**src/rtl/core/bde_pkg.sv**
```systemverilog
// Shared constants, codes and the cell control struct of the deque engine.
// No dependencies.
`default_nettype none
package bde_pkg;

    localparam int DEPTH      = 16;
    localparam int DATA_WIDTH = 32;
    localparam int CELL_W     = (DATA_WIDTH < 32) ? DATA_WIDTH : 32;
    localparam int IDX_W      = $clog2(DEPTH);
    localparam int CNT_W      = $clog2(DEPTH + 1);

    // request kinds
    localparam logic [3:0] K_PUSH_BACK  = 4'd0;
    localparam logic [3:0] K_PUSH_FRONT = 4'd1;
    localparam logic [3:0] K_POP_BACK   = 4'd2;
    localparam logic [3:0] K_POP_FRONT  = 4'd3;
    localparam logic [3:0] K_PEEK_BACK  = 4'd4;
    localparam logic [3:0] K_PEEK_FRONT = 4'd5;
    localparam logic [3:0] K_READ_AT    = 4'd6;
    localparam logic [3:0] K_REMOVE_AT  = 4'd7;
    localparam logic [3:0] K_REMOVE_VAL = 4'd8;

    // result status
    localparam logic [1:0] S_OK       = 2'd0;
    localparam logic [1:0] S_EMPTY    = 2'd1;
    localparam logic [1:0] S_FULL     = 2'd2;
    localparam logic [1:0] S_NOTFOUND = 2'd3;

    // cell operations
    localparam logic [1:0] OP_HOLD = 2'd0;
    localparam logic [1:0] OP_SHR  = 2'd1;  // take left neighbor
    localparam logic [1:0] OP_LOAD = 2'd2;  // write value at target
    localparam logic [1:0] OP_SHL  = 2'd3;  // target and above take right neighbor

    typedef struct packed {
        logic [1:0]        op;
        logic [IDX_W-1:0]  target;
        logic [CELL_W-1:0] value;
    } t_cell_ctl;

endpackage
`default_nettype wire

```
**src/rtl/core/bde_cell.sv**
```systemverilog
// One storage cell of the deque chain; holds the entry at its logical index.
// Depends on bde_pkg.
`default_nettype none
module bde_cell (
    input  wire logic                      i_clk,
    input  wire bde_pkg::t_cell_ctl        i_ctl,
    input  wire logic [bde_pkg::IDX_W-1:0] i_index,
    input  wire logic [bde_pkg::CELL_W-1:0] i_left,
    input  wire logic [bde_pkg::CELL_W-1:0] i_right,
    output logic      [bde_pkg::CELL_W-1:0] o_data
);

    logic [bde_pkg::CELL_W-1:0] r_data;
    logic [bde_pkg::CELL_W-1:0] n_data;

    always_comb begin
        n_data = r_data;
        case (i_ctl.op)
            bde_pkg::OP_HOLD: n_data = r_data;
            bde_pkg::OP_SHR:  n_data = i_left;
            bde_pkg::OP_LOAD: begin
                if (i_index == i_ctl.target) n_data = i_ctl.value;
            end
            bde_pkg::OP_SHL: begin
                if (i_index >= i_ctl.target) n_data = i_right;
            end
            default: n_data = r_data;
        endcase
    end

    always_ff @(posedge i_clk) begin
        r_data <= n_data;
    end

    assign o_data = r_data;

endmodule
`default_nettype wire

```
**src/rtl/core/bounded_deque_engine_unit.sv**
```systemverilog
// Top level of the bounded deque engine: request sequencer and chain of cells.
// Depends on bde_pkg and bde_cell.
//
//  channel  | handshake              | words
//  ---------+------------------------+------------------------------------
//  request  | i_start, o_busy        | i_kind, i_value, i_position
//  result   | o_valid (1-cycle pulse) | o_data_out, o_status, o_count
//
// A word is taken when i_start is high and o_busy low; the sequencer then enters ST_EXEC,
// and for every kind but remove by value the result pulses in the cycle after ST_EXEC.
// Remove by value then scans one cell per cycle in ST_SCAN from index 0; it ends on a match
// or when the scan counter reaches the count, and then pulses the result.
// i_rst_n (synchronous) empties the deque; cell contents are not cleared.
// The result cannot be stalled; a new word may be taken while it is shown.
`default_nettype none
module bounded_deque_engine_unit (
    input  wire logic        i_clk,
    input  wire logic        i_rst_n,
    input  wire logic        i_start,
    output logic             o_busy,
    input  wire logic [3:0]  i_kind,
    input  wire logic [31:0] i_value,
    input  wire logic [3:0]  i_position,
    output logic             o_valid,
    output logic      [31:0] o_data_out,
    output logic      [1:0]  o_status,
    output logic      [4:0]  o_count
);

    localparam int CMP_W = (bde_pkg::CNT_W > 4) ? bde_pkg::CNT_W : 4;

    localparam logic [1:0] ST_IDLE = 2'd0;
    localparam logic [1:0] ST_EXEC = 2'd1;
    localparam logic [1:0] ST_SCAN = 2'd2;

    logic [1:0]                  r_state, n_state;
    logic [3:0]                  r_kind;
    logic [bde_pkg::CELL_W-1:0]  r_value;
    logic [3:0]                  r_pos;
    logic [bde_pkg::CNT_W-1:0]   r_count, n_count;
    logic [bde_pkg::CNT_W-1:0]   r_scan, n_scan;
    logic                        r_strobe, n_strobe;
    logic [bde_pkg::CELL_W-1:0]  r_data, n_data;
    logic [1:0]                  r_status, n_status;

    bde_pkg::t_cell_ctl          w_ctl;
    logic [bde_pkg::IDX_W-1:0]   w_rd_idx;
    logic [bde_pkg::CELL_W-1:0]  w_rd_data;
    logic [bde_pkg::CELL_W-1:0]  w_cell [bde_pkg::DEPTH];
    logic                        w_accept;
    logic                        w_full;
    logic                        w_empty;
    logic                        w_pos_bad;

    assign w_accept  = i_start && !o_busy;
    assign w_full    = (r_count == bde_pkg::CNT_W'(bde_pkg::DEPTH));
    assign w_empty   = (r_count == '0);
    assign w_pos_bad = (CMP_W'(r_pos) >= CMP_W'(r_count));

    // single read tap on the chain
    always_comb begin
        w_rd_idx = '0;
        case (r_kind)
            bde_pkg::K_POP_BACK, bde_pkg::K_PEEK_BACK:
                w_rd_idx = bde_pkg::IDX_W'(r_count - 1'b1);
            bde_pkg::K_READ_AT, bde_pkg::K_REMOVE_AT:
                w_rd_idx = bde_pkg::IDX_W'(r_pos);
            bde_pkg::K_REMOVE_VAL:
                w_rd_idx = r_scan[bde_pkg::IDX_W-1:0];
            default: w_rd_idx = '0;
        endcase
    end

    assign w_rd_data = w_cell[w_rd_idx];

    always_comb begin
        n_state      = r_state;
        n_count      = r_count;
        n_scan       = r_scan;
        n_strobe     = 1'b0;
        n_data       = '0;
        n_status     = bde_pkg::S_OK;
        w_ctl.op     = bde_pkg::OP_HOLD;
        w_ctl.target = '0;
        w_ctl.value  = r_value;
        case (r_state)
            ST_IDLE: begin
                if (w_accept) n_state = ST_EXEC;
            end
            ST_EXEC: begin
                n_state  = ST_IDLE;
                n_strobe = 1'b1;
                case (r_kind)
                    bde_pkg::K_PUSH_BACK, bde_pkg::K_PUSH_FRONT: begin
                        if (w_full) begin
                            n_status = bde_pkg::S_FULL;
                        end else begin
                            n_count = r_count + 1'b1;
                            if (r_kind == bde_pkg::K_PUSH_BACK) begin
                                w_ctl.op     = bde_pkg::OP_LOAD;
                                w_ctl.target = r_count[bde_pkg::IDX_W-1:0];
                            end else begin
                                w_ctl.op = bde_pkg::OP_SHR;
                            end
                        end
                    end
                    bde_pkg::K_POP_BACK, bde_pkg::K_PEEK_BACK,
                    bde_pkg::K_POP_FRONT, bde_pkg::K_PEEK_FRONT: begin
                        if (w_empty) begin
                            n_status = bde_pkg::S_EMPTY;
                        end else begin
                            n_data = w_rd_data;
                            if (r_kind == bde_pkg::K_POP_BACK) n_count = r_count - 1'b1;
                            if (r_kind == bde_pkg::K_POP_FRONT) begin
                                n_count  = r_count - 1'b1;
                                w_ctl.op = bde_pkg::OP_SHL;
                            end
                        end
                    end
                    bde_pkg::K_READ_AT, bde_pkg::K_REMOVE_AT: begin
                        if (w_pos_bad) begin
                            n_status = bde_pkg::S_EMPTY;
                        end else begin
                            n_data = w_rd_data;
                            if (r_kind == bde_pkg::K_REMOVE_AT) begin
                                n_count      = r_count - 1'b1;
                                w_ctl.op     = bde_pkg::OP_SHL;
                                w_ctl.target = bde_pkg::IDX_W'(r_pos);
                            end
                        end
                    end
                    bde_pkg::K_REMOVE_VAL: begin
                        n_strobe = 1'b0;
                        n_scan   = '0;
                        n_state  = ST_SCAN;
                    end
                    default: n_status = bde_pkg::S_OK;
                endcase
            end
            ST_SCAN: begin
                if (r_scan >= r_count) begin
                    n_state  = ST_IDLE;
                    n_strobe = 1'b1;
                    n_status = bde_pkg::S_NOTFOUND;
                end else if (w_rd_data == r_value) begin
                    n_state      = ST_IDLE;
                    n_strobe     = 1'b1;
                    n_data       = w_rd_data;
                    n_count      = r_count - 1'b1;
                    w_ctl.op     = bde_pkg::OP_SHL;
                    w_ctl.target = r_scan[bde_pkg::IDX_W-1:0];
                end else begin
                    n_scan = r_scan + 1'b1;
                end
            end
            default: n_state = ST_IDLE;
        endcase
    end

    always_ff @(posedge i_clk) begin
        if (!i_rst_n) begin
            r_state  <= ST_IDLE;
            r_count  <= '0;
            r_scan   <= '0;
            r_strobe <= 1'b0;
        end else begin
            r_state  <= n_state;
            r_count  <= n_count;
            r_scan   <= n_scan;
            r_strobe <= n_strobe;
        end
    end

    always_ff @(posedge i_clk) begin
        if (w_accept) begin
            r_kind  <= i_kind;
            r_value <= i_value[bde_pkg::CELL_W-1:0];
            r_pos   <= i_position;
        end
        if (n_strobe) begin
            r_data   <= n_data;
            r_status <= n_status;
        end
    end

    for (genvar g = 0; g < bde_pkg::DEPTH; g++) begin : g_cell
        logic [bde_pkg::CELL_W-1:0] w_left;
        logic [bde_pkg::CELL_W-1:0] w_right;
        if (g == 0) begin : g_first
            assign w_left = w_ctl.value;
        end else begin : g_mid
            assign w_left = w_cell[g-1];
        end
        if (g == bde_pkg::DEPTH - 1) begin : g_last
            assign w_right = '0;
        end else begin : g_inner
            assign w_right = w_cell[g+1];
        end
        bde_cell u_cell (
            .i_clk   (i_clk),
            .i_ctl   (w_ctl),
            .i_index (bde_pkg::IDX_W'(g)),
            .i_left  (w_left),
            .i_right (w_right),
            .o_data  (w_cell[g])
        );
    end

    assign o_busy     = (r_state != ST_IDLE);
    assign o_valid    = r_strobe;
    assign o_data_out = 32'(r_data);
    assign o_status   = r_status;
    assign o_count    = 5'(r_count);

endmodule
`default_nettype wire

```
**config.mk**
```make
export PLATFORM = sky130hd
export DESIGN_NAME = bounded_deque_engine_unit
export DESIGN_NICKNAME = d
export VERILOG_FILES = /design/src/rtl/core/bde_pkg.sv /design/src/rtl/core/bde_cell.sv /design/src/rtl/core/bounded_deque_engine_unit.sv
export SDC_FILE = /design/constraint.sdc
export NUM_CORES = 1
export LEC_CHECK = 0
export CORE_ASPECT_RATIO = 0.75
export CORE_UTILIZATION = 43
export CTS_CLUSTER_SIZE = 28
export DETAILED_ROUTE_END_ITERATION = 6
export DONT_BUFFER_PORTS = 1
export PLACE_DENSITY = 0.61
export SLEW_MARGIN = 20
export SYNTH_ARGS = -nofsm -noshare
export SYNTH_HDL_FRONTEND = slang
export SYNTH_HIERARCHICAL = 1
export SYNTH_SLANG_ARGS = --single-unit
```
**constraint.sdc**
```tcl
create_clock -name i_clk -period 7.7 [get_ports i_clk]
set_input_delay 1.54 -clock i_clk [delete_from_list [all_inputs] [get_ports i_clk]]
set_output_delay 1.54 -clock i_clk [all_outputs]
set_load 0.01 [all_outputs]
```
## Yosys cells after proc, flatten, opt, wreduce, memory -nomap -nowiden

Cells that the tools add are included.
Widths: inputs -> output; s select.

- Logic and storage cells: 254
- Flip-flop bits (word level): 599
- Output and inout port bits: 41
- Input port bits: 43

- Reduce and logical (&&, ||, !) cells: 32
- Multiplexer cells: 99
- Eq/ne operators: 74
- Order comparisons: 19
- Bitwise operators: 2
- Add/sub/neg operators: 3

Operator list:

| cell | count |
|---|---|
| $pmux 32 s3 | 16 |
| $mux 32 | 38 |
| $bmux 32 s4 | 1 |
| $pmux 32 s2 | 2 |
| $ne 2x1->1 const B | 33 |
| $mux 5 | 11 |
| $reduce_and 3->1 | 16 |
| $eq 32x32->1 | 1 |
| $eq 4x4->1 const A | 8 |
| $ge 4x4->1 const A | 8 |
| $mux 6 | 5 |
| $pmux 5 s2 | 2 |
| $mux 2 | 9 |
| $pmux 2 s3 | 3 |
| $eq 3x4->1 const A | 4 |
| $eq 4x3->1 const B | 4 |
| $ge 3x4->1 const A | 4 |
| $ne 3x3->1 const B | 5 |
| $pmux 5 s3 | 1 |
| $pmux 4 s3 | 1 |
| $pmux 6 s2 | 1 |
| $add 5x1->5 const B | 2 |
| $reduce_and 9->1 | 1 |
| $eq 2x4->1 const A | 2 |
| 32 further kinds | 51 |

## Longest topological paths before layout

- Depth after elaboration: 14
- Gate-level depth with buffers: 25
- Mapped depth without buffers: 19

## Cells and area by module

Netlist, hierarchy kept.

Modules (own cells, without submodules):

| module | cells each | sequential area each (µm²) | instances | area each (µm²) |
|---|---|---|---|---|
| bde_cell | 155 | 960.9 | 16 | 1784.2 |
| bounded_deque_engine_unit | 1389 | 2482.4 | 1 | 10906.7 |

## Worst setup path before layout

Ideal clock, no wire load.

- Path type: reg2reg
- Start point: register r_count (netlist bit o_count[0])
- End point: register g_cell[4].u_cell.r_data (netlist bit g_cell[4].u_cell/o_data[0]), enable pin
- Data required time: 7.139 ns
- Library setup time: 0.561 ns
- Path buffers: 5
- Clock period less this slack: 6.345 ns
- Stages on the path, launching flop included: 24
- Data arrival time: 5.784 ns
- Setup slack: 1.355 ns
- Cells stage by stage: dfxtp_1 clkbuf_1 inv_1 ha_1 xnor2_1 o41a_1 nand2_2 buf_4 buf_6 buf_2 nand2_1 a32o_1 a221oi_1 xnor2_1 nand3_1 nor4_1 o211a_1 buf_4 nand4_1 o21ai_0 ha_1 and3_1 nand3_1 nand3_1

RTL lines:

| what | line | RTL |
|---|---|---|
| start: declaration | bounded_deque_engine_unit.sv:40 | `logic [bde_pkg::CNT_W-1:0] r_count, n_count;` |
| start signal: assignment | bounded_deque_engine_unit.sv:168 | `r_count <= n_count;` |
| end signal: assignment | bde_cell.sv:32 | `r_data <= n_data;` |
| end: declaration | bde_cell.sv:13 | `logic [bde_pkg::CELL_W-1:0] r_data;` |

==> results by stage <==
Outcome:
- The flow ran to the end, but the final reports show violations.
- The final reports fail on DRC.

Placed design:
- The wire-length estimate of the detail-placed layout is 82.8 mm.
- The final RePlAce weighted congestion is 0.876.
- The number of placed instances with taps included is 5,007.
- Buffers placed on the I/O ports in this run total 0.

Timing:
- The number of endpoints with negative hold slack in the final report came to 0.
- For the final database, setup skew stands at 0.0363 ns.
- The fmax is 135 MHz.
- Setup total negative slack on the finished layout was measured at 0 ns.
- Across all hold checks on the routed design, the worst slack comes to 0.489 ns.
- The final max-slew violation count was 0.
- The final worst-path cycle share is 95.9%.
- The clock period could shrink to 7.39 ns.
- At the pin with the least slew margin, the transition time is 1.22 ns.
- The total of endpoints with negative setup slack in the final report is 0.
- Measured against its own limit, the worst slew margin works out to 18.9%.

Floorplan:
- The core area is 90,200 sq um.
- Once the floorplan was initialized, standard cells occupied 43.7% of the core.
- The number of I/O pins is 84.
- Row generation in the floorplan step produced 95 rows.
- The overall die area is 93,000 sq um.
- The die height is 264 um.
- The die is 352 um wide.

Power:
- The design draws 8.03 mW.
- Internal power comes to 5.80 mW.
- In this run the static leakage power is 14.3 nW.
- The largest voltage drop on the vdd net is 0.000149 V.
- Net switching is 27.7% of the power.
- The power density relative to cell area is 188 nW/um^2.
- The share of total power in sequential cells is 45.4%.
- The combinational power share is 13.7%.
- The net switching power is 2.23 mW.
- Per report_power, the clock group accounts for 40.9% of the total.

Clocking:
- Clock tree synthesis inserted a total of 69 buffers.
- The clock edge transition at the registers on the reported setup and hold paths is 0.07 ns.
- Buffers inserted to repair hold after CTS numbered 0.
- The clock tree synthesis step divided the H-tree into 3 levels.
- For this design, the sink count on the clock tree is 599.
- TritonCTS built the clock tree.
- The insertion delay to the later sink of the worst-skew pair is 0.65 ns.
- The largest buffer count on any clock path is 3.
- The clock root buffer is clkbuf_16.

Detailed routing:
- The total number of vias is 31,400.
- After detailed routing, the average wire length per cell comes to 25.4 um.
- The final layout contains routed wiring with a total length of 131 mm.
- The antenna violation net count after detailed routing is 0.
- The via density per instance is 6.12.
- The first detailed-routing pass ran for 7 iterations.
- The iteration-0 DRC count of the detailed router is 4,433.
- The DRC violation count after routing is 13.

Yosys:
- The synthesized design contains 586 enable-type register cells.
- The multiplexer share of the synthesized area is 16.2%.
- The area of the mapped netlist is 39,500 sq um.
- By area, the combinational part of the netlist is dominated by multiplexers.
- Counting flops and latches in the post-synthesis netlist gives 599.
- Dividing the synthesized area by the synthesized cell count gives 10.2 sq um.
- The synthesized netlist devotes 13.2% of its cell area to simple gates.
- Synthesis produced 3,869 cells.
- For this run, the number of Yosys warnings is 6.
- After Yosys synthesis, XOR and XNOR cells account for 1.60% of the synthesized area.
- Among all flip-flop cells after synthesis, the most frequent one is edfxtp_1.
- Sequential elements use 45.3% of the synthesized area.
- The biggest area consumer among synthesized cells is edfxtp_1.
- Of all flip-flops after synthesis, the portion carrying an async set or reset was 0%.
- The share of the synthesized area in the top cell type is 44.6%.
- After Yosys synthesis, full adders, half adders and majority gates account for 2.54% of the synthesized area.
- In this run, distinct cell masters in the synthesized netlist total 86.
- By area the synthesized netlist is led by edfxtp_1, mux2i_1, a21oi_1.
- The complex-gate fraction of the synthesized area is 14.4%.

Global routing:
- The number of antenna violations at the first check in global routing is 6.
- The largest net degree at the start of global routing is 185.
- The via count of the first global-routing pass is 28,300.
- The first global-routing pass estimated 191 mm of wire.
- Across every metal layer, demand over resource in global routing totals 27.4%.
- For this run the aggregate overflow at the end of global routing stands at 0.

Finish:
- In the final design database the tool counted 3,991 nets.
- The utilization after layout is 47.5%.
- The post-route netlist has 8.06% of its cells at a drive strength greater than 1.
- Leaving out filler cells and counting taps, the final layout contains 5,135.
- The area growth from synthesis to layout is 8.51%.

Setup path:
- The type of the worst setup path is flop to flop.
- The type of element launching the critical path is a flop.
- The endpoint kind of the worst setup timing path is a flop.
- Data on the critical path arrives at its endpoint at 7.58 ns.
- Of all nets on the critical path, the largest fanout is 29.
- For the worst setup path, the data required time is 7.89 ns.

Hold path:
- The class of the tightest hold or removal check is flop to flop.

Job:
- The number of max-cap violations is 0.
layout by cell type, fill, tap and decap left out, types with 80 or more instances in the layout:
| cell | n |
|---|---|
| a21oi_1 | 595 |
| and3_1 | 90 |
| buf_4 | 102 |
| conb_1 | 96 |
| edfxtp_1 | 586 |
| ha_1 | 80 |
| inv_1 | 81 |
| mux2i_1 | 611 |
| nand2_1 | 240 |
| nand3_1 | 98 |
| nor2_1 | 562 |
per-stage QoR:
step	worst slack [ns]	instance area, sq um
6_report	0.313	42800
5_1_grt	-0.0213	42800
4_1_cts	0.127	42700
3_5_place_dp	0.181	40600
3_3_place_gp	0.210	40600
2_1_floorplan	1.36	39800
power by group through the flow:
stage | Clock (mW) | Combinational [mW] | Sequential (mW)
2_1_floorplan | 0 | 0.692 | 3.71
3_3_place_gp | 0 | 1.05 | 3.72
3_5_place_dp | 0 | 1.06 | 3.72
4_1_cts | 3.33 | 1.06 | 3.65
5_1_grt | 3.44 | 1.17 | 3.65
6_report | 3.28 | 1.10 | 3.65
path summary, 6_finish.rpt:
kind | from | to | slack (ns) | cells after the start
max reg2reg | o_count[1] | g_cell[13].u_cell/o_data[11] | 0.31 | 21
min reg2reg | r_state[1] | r_state[1] | 0.49 | 2
min | r_state[1] | r_state[1] | 0.49 | 2
max | o_count[1] | g_cell[13].u_cell/o_data[11] | 0.31 | 21
what timing repair did:
action	CTS	global route
resized for setup	0	8
endpoints found under the setup margin	0	800
buffers inserted	0	1
cells in the mapped netlist, types with 8 or more instances:
library cell / count
mux2i_1: 611
a21oi_1: 595
edfxtp_1: 586
nor2_1: 564
nand2_1: 241
buf_2: 135
nand3_1: 114
and3_1: 90
inv_1: 81
ha_1: 80
a211oi_1: 72
o21ai_0: 61
clkbuf_1: 60
buf_12: 48
xnor2_1: 37
xor2_1: 33
buf_4: 27
and2_1: 25
a31oi_1: 23
nand2b_1: 23
nor3_1: 23
nor2b_1: 22
a221oi_1: 21
buf_6: 21
o2111ai_1: 19
a311oi_1: 15
dfxtp_1: 13
nor4_1: 13
a22oi_1: 12
o21a_1: 12
buf_1: 11
nand4_1: 11
mux4_2: 10
a211o_1: 9
a21boi_0: 9
nor3_2: 9
a21o_1: 8
layout make-up:
class / instances / area [sq um]
Fill cell: 8440 / 47400
Multi-Input combinational cell: 2982 / 19600
Clock inverter: 39 / 309
Tap cell: 1212 / 1520
Antenna cell: 1 / 2.50
Clock buffer: 86 / 1850
Sequential cell: 599 / 17900
Inverter: 82 / 308
Timing Repair Buffer: 134 / 1400
state kept, by name, summed over array words and instances, names as in the netlist:
| name | cells |
|---|---|
| g_cell.u_cell/o_data | 512 |
| g_cell.w_left | 32 |
| o_count | 5 |
| o_data_out | 32 |
| o_status | 2 |
| o_valid | 1 |
| r_kind | 4 |
| r_pos | 4 |
| r_scan | 5 |
| r_state | 2 |
critical path: stages, from the launching register on:
cell and delay (ns):
dfxtp_1 0.53, inv_1 0.17, ha_1 0.35, nor4b_1 0.29
a31oi_1 0.17, a21oi_4 0.55, buf_6 0.39, a21oi_1 0.07
a22o_1 0.30, xnor2_1 0.37, nor4_4 0.54, nand3_1 0.21
a2111oi_4 0.46, o211a_1 0.45, nand4_1 0.13, o21ai_1 0.11
buf_4 0.26, inv_1 0.07, ha_1 0.30, nor2b_1 0.14
o2111ai_2 0.47, nand3_4 0.47
cells by family (layout without fill, tap and decap cells):
kind of cell / Yosys count / in the layout
AO/OA/AOI/OAI: 939 / 939
adder cells (fa/ha/maj): 80 / 80
buffers and inverters: 384 / 341
AND/OR/NAND/NOR: 1168 / 1170
multiplexers: 626 / 626
XOR/XNOR: 71 / 71
flip-flops: 599 / 599
other: 2 / 97
metal layers:
metal,GRT usage [%],vias to the layer above,routed length [um]
li1,-,14300,-
met1,42.7,15200,58700
met2,38.0,1723,54000
met3,5.50,221,14600
met4,6.89,10,3340
met5,0,-,69
Note: power is estimated with default switching activity, not from simulation.
